**config.mk**
```make
export PLATFORM = sky130hd
export DESIGN_NAME = tks_cell
export DESIGN_NICKNAME = d
export VERILOG_FILES = /design/src/rtl/tks_pkg.sv /design/src/rtl/tks_cell.sv
export SDC_FILE = /design/constraint.sdc
export NUM_CORES = 1
export LEC_CHECK = 0
export BUFFER_PORTS_ARGS = -buffer_cell sky130_fd_sc_hd__buf_2
export CAP_MARGIN = 40
export CORE_AREA = 2 2 130 132
export DETAILED_ROUTE_END_ITERATION = 10
export DIE_AREA = 0 0 132 134
export PLACE_DENSITY = 0.74
export SKIP_LAST_GASP = 1
export SLEW_MARGIN = 20
export SYNTH_ARGS = -nofsm -noshare
export SYNTH_HDL_FRONTEND = slang
export SYNTH_SLANG_ARGS = --single-unit
```
**constraint.sdc**
```tcl
create_clock -name i_clk -period 7.5 [get_ports i_clk]
set_input_delay 1.5 -clock i_clk [delete_from_list [all_inputs] [get_ports i_clk]]
set_output_delay 1.5 -clock i_clk [all_outputs]
set_load 0.02 [all_outputs]
```
**src/rtl/tks_pkg.sv**
```systemverilog
// tks_pkg: shared types and constants of the top-k score tracker
// payload structs of the request, result and limit channels, cell control struct
// no dependencies; compiled first
package tks_pkg;

    // field widths fixed by the channel formats
    localparam int unsigned SCORE_W = 32;
    localparam int unsigned ID_W    = 32;
    localparam int unsigned CNT_W   = 7;
    localparam int unsigned KEY_W   = SCORE_W + ID_W;

    // flipping the id sign bit makes the signed tie-break an unsigned compare
    localparam logic [ID_W-1:0] ID_FLIP = {1'b1, {(ID_W-1){1'b0}}};

    // limit register value after reset
    localparam logic [CNT_W-1:0] K_LIMIT_RST = 7'd16;

    // request codes
    typedef enum logic {
        REQ_OFFER = 1'b0,
        REQ_DRAIN = 1'b1
    } t_req_code;

    typedef struct packed {
        t_req_code                req_type;
        logic [SCORE_W-1:0]       score;
        logic signed [ID_W-1:0]   item_id;
    } t_req;

    typedef struct packed {
        logic [SCORE_W-1:0]       entry_score;
        logic signed [ID_W-1:0]   entry_id;
        logic [CNT_W-1:0]         held_count;
        logic                     is_empty;
        logic                     last_entry;
    } t_res;

    typedef struct packed {
        logic [CNT_W-1:0]         k_limit;
    } t_cfg;

    // one held pair as it travels between neighbor cells
    typedef struct packed {
        logic                     vld;
        logic [KEY_W-1:0]         key;
    } t_slot;

    // operation broadcast to every cell of the chain
    typedef struct packed {
        logic cmp;      // latch compare results against the offered key
        logic ins;      // insert offered key, upper part moves up one cell
        logic evict;    // drop cell 0, lower part moves down, insert offered key
        logic drain;    // whole chain moves down one cell
    } t_cell_ctl;

endpackage

```
**src/rtl/tks_cell.sv**
```systemverilog
// tks_cell: one slot of the sorted insertion chain
// holds one (score, id) key, compares it with an offered key and trades with neighbors
// depends on tks_pkg
module tks_cell (
    input  logic                i_clk,
    input  logic                i_rst_n,
    input  tks_pkg::t_cell_ctl  i_ctl,
    input  logic [63:0]         i_cmp_key,
    input  logic [63:0]         i_new_key,
    input  tks_pkg::t_slot      i_prev,
    input  logic                i_prev_lt,
    input  tks_pkg::t_slot      i_next,
    input  logic                i_next_lt,
    output tks_pkg::t_slot      o_slot,
    output logic                o_lt,
    output logic                o_eq
);
    import tks_pkg::*;

    logic             r_vld;
    logic             n_vld;
    logic [KEY_W-1:0] r_key;
    logic [KEY_W-1:0] n_key;
    logic             r_lt;
    logic             n_lt;
    logic             r_eq;
    logic             n_eq;

    // slot update: keep, take the neighbor below or above, or take the new key
    always_comb begin
        n_vld = r_vld;
        n_key = r_key;
        if (i_ctl.ins) begin
            if (!i_prev_lt) begin
                n_vld = i_prev.vld;
                n_key = i_prev.key;
            end else if (!r_lt) begin
                n_vld = 1'b1;
                n_key = i_new_key;
            end
        end else if (i_ctl.evict) begin
            if (i_next_lt) begin
                n_vld = i_next.vld;
                n_key = i_next.key;
            end else if (r_lt) begin
                n_vld = 1'b1;
                n_key = i_new_key;
            end
        end else if (i_ctl.drain) begin
            n_vld = i_next.vld;
            n_key = i_next.key;
        end
    end

    // compare flags against the offered key, held until the next offer
    always_comb begin
        n_lt = r_lt;
        n_eq = r_eq;
        if (i_ctl.cmp) begin
            n_lt = r_vld && (r_key < i_cmp_key);
            n_eq = r_vld && (r_key == i_cmp_key);
        end
    end

    always_ff @(posedge i_clk) begin
        if (!i_rst_n) begin
            r_vld <= 1'b0;
            r_lt  <= 1'b0;
            r_eq  <= 1'b0;
        end else begin
            r_vld <= n_vld;
            r_lt  <= n_lt;
            r_eq  <= n_eq;
        end
    end

    // key payload, no reset
    always_ff @(posedge i_clk) begin
        r_key <= n_key;
    end

    assign o_slot = '{vld: r_vld, key: r_key};
    assign o_lt   = r_lt;
    assign o_eq   = r_eq;

endmodule

```
==> results of run 1 <==
metrics by stage:
stage	worst slack [ns]	instance area [sq um]
after detailed placement	3.39	7590
after floorplan	0.546	5710
final	4.24	7960
after global routing	4.13	7960
after global placement	3.02	7560
after CTS	3.75	7910
registers in the layout (all words and copies together) (netlist names):
register,cells
o_eq,1
o_lt,1
r_key,64
r_vld,1
layer usage:
layer	up-vias	track usage [%]	wire, um
met5	-	0	0
met4	0	6.76	327
met3	22	3.55	1020
met2	189	36.4	9230
met1	2581	23.4	7440
li1	2873	-	-
worst paths after layout:
| check | from | end | slack, ns | cells past startpoint |
|---|---|---|---|---|
| worst max-delay path | i_next_lt | r_key[61]$_DFFE_PP_ | 4.24 | 5 |
| worst min-delay path | o_lt$_SDFFE_PN0P_ | o_lt$_SDFFE_PN0P_ | 0.55 | 2 |
| worst max register to register | r_key[63]$_DFFE_PP_ | o_lt$_SDFFE_PN0P_ | 5.24 | 7 |
| worst min register to register | o_lt$_SDFFE_PN0P_ | o_lt$_SDFFE_PN0P_ | 0.55 | 2 |
worst register-to-register path: cells and delay by family (launching register included):
family,cells,cell delay [ns]
compound gates,2,0.24
fa+ha+maj,1,0.37
flops,1,0.44
simple gates,4,1.10
final cells by class:
cell class	count	area (sq um)
well taps	220	275
clock buffers	15	288
clock inverters	1	30.0
inverters	66	248
repair buffers	339	1780
fillers	1562	8330
multi-input cells	434	3360
flip-flops and latches	67	1980
layout by cell type (no fill, tap or decap), types with 2 or more instances in the layout:
master,count
a211oi_1,66
a21o_1,3
clkbuf_1,2
nand3_1,9
mux2i_1,65
dfxtp_1,3
edfxtp_1,64
ha_1,64
o21ai_0,8
buf_16,3
nor4_4,2
buf_2,330
nand4_2,2
nor2_1,5
nor3_1,2
a21oi_1,93
nand4_1,9
clkbuf_16,9
and2_1,64
a221oi_1,3
clkbuf_8,4
inv_1,66
buf_4,6
nand2_1,18
and4_1,3
power by group:
part           total, uW  switching, uW  leakage (uW)  internal [uW]
Combinational        394            221       0.00315            173
Sequential           485           24.6      0.000656            461
Clock                437            143      0.000156            294
Total               1320            389       0.00397            927
logic make-up (layout without fill, tap and decap cells):
group / after synthesis / in the layout
adder cells (fa/ha/maj): 64 / 64
AO/OA/AOI/OAI: 180 / 180
multiplexers: 65 / 65
flip-flops: 67 / 67
AND/OR/NAND/NOR: 125 / 125
buffers and inverters: 102 / 421
==> impl_metrics.yaml, run 1 <==
cts:
  post_cts_resized: 0
  cts_hold_buf: 0
  cts_setup_buffers: 0
  h-tree-depth: 3
  clk_latency_ns: 0.32
  clk_pin_slew_worst_paths_ns: 0.05
  clock-sinks: 67
  ctsRootBufferMaster: "clkbuf_16"
  cts_tree: "yes"
  clk_path_buf_depth: 2
  cts_buffers: 9
timing:
  clock.fmax_mhz: 307
  setup-violations-final: 0
  post-route-min-period_ns: 3.26
  fin_crit_sh_pct: 43.4
  rsz0062_at_grt: "no"
  skew_ns: 0.00457
  max_slew_margin_pct: 49.0
  fin_tns_setup_ns: 0
  drv_slew: 0
  tightestPinTransition_ns: 0.765
  holdWs_ns: 0.550
  hold_violations: 0
critical_path:
  critPathMaxStageDelay_ns: 0.52
  critical_path_required_ns: 7.46
  cpMaxStageDelayCell: "nand2b_2"
  critical_path_buf_inv_count: 2
  critical_path_peak_fanout: 40
  cp-start-kind: "input port"
  cp-end-kind: "register"
  cp.arrival_ns: 3.22
  crit_chain: "buf_2 -> nand2b_2 -> o22ai_1 -> o21ai_4 -> buf_4"
  cp_top_family: "buffers and inverters"
  critical_path_class: "in2reg"
route:
  viasPerCell: 4.96
  drtIter0Drc: 199
  num_vias: 5665
  wl_mm: 18.0
  drc: 0
  drtAntennaViolNets: 0
  wire_per_inst_um: 15.8
  drtPass1Iterations: 4
place:
  numPortBuffers: 332
  dp.cells: 1124
  gp_congestion: 0.863
  dp_hpwl_mm: 14.6
floorplan:
  die_area_sq_um: 17700
  ioPinCount: 333
  die_w_um: 132
  die_h_um: 134
  rows: 47
  core_sq_um: 16300
  start_util_pct: 35.1
logic_synthesis:
  synth_cells: 603
  synth_area_leaders: "edfxtp_1 (34%), ha_1 (14%), mux2i_1 (11%), a211oi_1 (8.7%), a21oi_1 (8.2%)"
  syn_area_sq_um: 5710
  synth_top_area_share_pct: 33.7
  synth_compound_area_share_pct: 19.4
  ys_seq_area_share_pct: 34.7
  synth_xor_area_share_pct: 0
  synth_flop_cell: "edfxtp_1"
  synth-simple-area-share_pct: 13.7
  yosys_register_bits: 67
  synthMuxAreaShare_pct: 11.4
  synth_adder_area_share_pct: 14.0
  netlist-cell-type-count: 38
  synth_warnings: 0
  synth_edf_count: 64
  synth_top_family_by_area: "compound AO/OA/AOI/OAI gates"
  syn_nets: 933
  synth.most_common_cell: "a21oi_1"
  synthArstFlopShare_pct: 0
  yosys.area.top_type: "edfxtp_1"
  synthTopCellsByCount: "a21oi_1 (93), a211oi_1 (66), inv_1 (66), mux2i_1 (65)"
  postSynthAreaPerCell_sq_um: 9.47
grt:
  grt_pass1_vias: 5607
  grt_use_total_pct: 19.9
  grt_pass1_wl_mm: 27.8
  grt.overflow.total: 0
  grt_max_degree: 93
  antenna_found_initial: 0
final_layout:
  insertedDiodeCount: 0
  utilization_pct: 48.9
  synthToLayoutAreaGrowth_pct: 39.5
  final_net_count: 1247
  stdcell_count: 1142
  drive_gt1_share_pct: 39.5
flow_run:
  drv_cap: 0
pwr:
  power_uw: 1320
  ir_worst_vdd_mv: 0.112
  powerDensity_nw_per_um2: 165
  leakagePower_uw: 0.00397
status:
  outcome: "complete, no violations"
hold_path:
  min_path_type: "reg2reg"
No activity file was read; power rests on OpenSTA's default activity.
==> inputs of run 2 (changes only) <==
ABC_AREA = 1   (was unset)
PLACE_DENSITY = 0.73   (was 0.74)
clock period = 3.2 ns   (was 7.5 ns; I/O delays follow)
==> impl_metrics.yaml, run 2 <==
pwr:
  p_sw_share_pct: 32.3
  p_sw_uw: 984
  leakagePower_uw: 0.00395
  intPower_uw: 2070
  combPwrFrac_pct: 31.4
  pwr-share-clk_pct: 31.2
  ir_worst_vdd_mv: 0.246
  powerDensity_nw_per_um2: 392
  p_seq_share_pct: 37.4
status:
  outcome: "complete, no violations"
logic_synthesis:
  syn_nets: 1081
  synth.most_common_cell: "o21ai_0"
  synth_warnings: 0
  synth_cells: 751
  synth_top_area_share_pct: 33.9
  synth_edf_count: 64
  ys_seq_area_share_pct: 34.9
  synth_flop_cell: "edfxtp_1"
  synth_area_leaders: "edfxtp_1 (34%), ha_1 (14%), o21ai_0 (11%), a21oi_1 (8.0%), o22ai_1 (7.1%)"
  syn_area_sq_um: 5670
  postSynthAreaPerCell_sq_um: 7.55
  synthArstFlopShare_pct: 0
  yosys_register_bits: 67
  yosys.area.top_type: "edfxtp_1"
  netlist-cell-type-count: 26
  synthTopCellsByCount: "o21ai_0 (119), inv_1 (92), a21oi_1 (91), nor2_1 (82), nand2_1 (78)"
critical_path:
  crit_chain: "ha_1 -> nand4_1 -> nor2_1 -> nand3_2 -> nor2_2 -> nand2_1 -> nand4_1 -> a21oi_1"
  cp.arrival_ns: 1.96
  cp-start-kind: "register"
  critical_path_class: "reg2reg"
  critPathMaxStageDelay_ns: 0.44
  cp_common_cell: "nand4_1"
  critical_path_peak_fanout: 2
  cp-end-kind: "register"
  critical_path_required_ns: 3.42
  r2r_slack_ns: 1.46
  cpMaxStageDelayCell: "edfxtp_1"
final_layout:
  largest_reg_flops: 64
  largest_register: "r_key"
  final_cell_mix: "buf_2 (332), o21ai_0 (119), a21oi_1 (91), inv_1 (91), nor2_1 (82)"
  final_common_cell: "buf_2"
  drive_gt1_share_pct: 34.9
  utilization_pct: 47.8
  synthToLayoutAreaGrowth_pct: 37.2
  final_net_count: 1383
route:
  wire_per_inst_um: 16.0
  drtPass1Iterations: 5
  num_vias: 6580
  wl_met2_mm: 9.92
  top_layer: "met5"
  viasPerCell: 5.14
  wirelength_met1_mm: 8.22
  drtIter0Drc: 441
  drtAntennaViolNets: 0
  drc: 0
  wl_mm: 20.5
  route.met3.wl_mm: 1.83
place:
  gp_congestion: 0.865
  numPortBuffers: 332
  dpl_worst_slack_ns: 1.13
  dp_hpwl_mm: 15.1
timing:
  tightestPinTransition_ns: 0.754
  post-route-min-period_ns: 1.74
  fin_tns_setup_ns: 0
  clock.fmax_mhz: 575
  max_slew_margin_pct: 49.7
  fin_ws_ns: 1.46
  setup-violations-final: 0
  fin_crit_sh_pct: 54.4
  skew_ns: 0.00313
  rsz0062_at_grt: "no"
  hold_violations: 0
  drv_slew: 0
floorplan:
  die_w_um: 132
  ioPinCount: 333
  start_util_pct: 34.8
  die_h_um: 134
  core_sq_um: 16300
  rows: 47
  die_area_sq_um: 17700
cts:
  cts_hold_buf: 0
  cts_setup_buffers: 0
  ctsRootBufferMaster: "clkbuf_16"
  clk_pin_slew_worst_paths_ns: 0.05
  cts_tree: "yes"
  clk_latency_ns: 0.33
  clock-sinks: 67
  cts_buffers: 9
  clk_path_buf_depth: 2
  post_cts_resized: 0
  h-tree-depth: 3
grt:
  grt.overflow.total: 0
  grt_use_total_pct: 22.5
  grt_max_degree: 66
  antenna_found_initial: 3
  grt_pass1_vias: 6397
  grt_pass1_wl_mm: 31.4
flow_run:
  drv_cap: 0
hold_path:
  min_path_type: "reg2reg"
## run 2: kinds of logic (layout without fill, tap and decap cells)
family | count (synthesis) | count (layout) | synth area share [%]
DFF | 67 | 67 | 34.9
adders and majority gates | 64 | 64 | 14.1
AOI/OAI and AO/OA | 297 | 297 | 28.0
and+or+nand+nor | 179 | 179 | 13.0
other | 0 | 2 | 0
buffers and inverters | 144 | 451 | 9.90
## run 2: final timing paths
path | startpoint | end | depth (start not counted)
setup / recovery | r_key[28]$_DFFE_PP_ | o_lt$_SDFFE_PN0P_ | 8
hold / removal | o_eq$_SDFFE_PN0P_ | o_eq$_SDFFE_PN0P_ | 2
setup reg to reg | r_key[28]$_DFFE_PP_ | o_lt$_SDFFE_PN0P_ | 8
hold reg to reg | o_eq$_SDFFE_PN0P_ | o_eq$_SDFFE_PN0P_ | 2
## run 2: cell type report
cell class / instances / area, sq um
antenna: 2 / 5.00
clock inverter: 3 / 38.8
sequential: 67 / 1980
tap: 220 / 275
timing repair buffer: 340 / 1750
inverter: 95 / 357
fill: 1639 / 8510
multi-input combinational: 540 / 3140
clock buffer: 13 / 240
## run 2: power by group through the flow
| stage | Clock, uW | Sequential (uW) | Combinational [uW] |
|---|---|---|---|
| after floorplan | 0 | 1260 | 448 |
| after detailed placement | 0 | 1160 | 954 |
| after CTS | 991 | 1140 | 959 |
| after global routing | 1030 | 1150 | 1080 |
| final | 952 | 1140 | 957 |
| after global placement | 0 | 1160 | 934 |
## run 2: per-stage QoR
stage	hold slack, ns	area [sq um]	power, uW	std cells
after global placement	0.454	7480	2090	1261
after global routing	0.502	7780	3250	1280
final	0.465	7780	3050	1280
after CTS	0.468	7780	3090	1278
after floorplan	0.537	5670	1710	751
after detailed placement	0.461	7500	2110	1262
## run 2: worst max-delay path, delay by kind of cell, from the launching register on
family / cells / cell delay, ns
simple gates: 6 / 0.82
flops: 1 / 0.44
fa+ha+maj: 1 / 0.31
compound gates: 1 / 0.06
## run 2: routing by layer
metal | vias to the layer above | track usage, %
met1 | 2940 | 26.3
met2 | 352 | 39.2
met5 | - | 0
met4 | 2 | 8.70
met3 | 41 | 6.16
li1 | 3245 | -
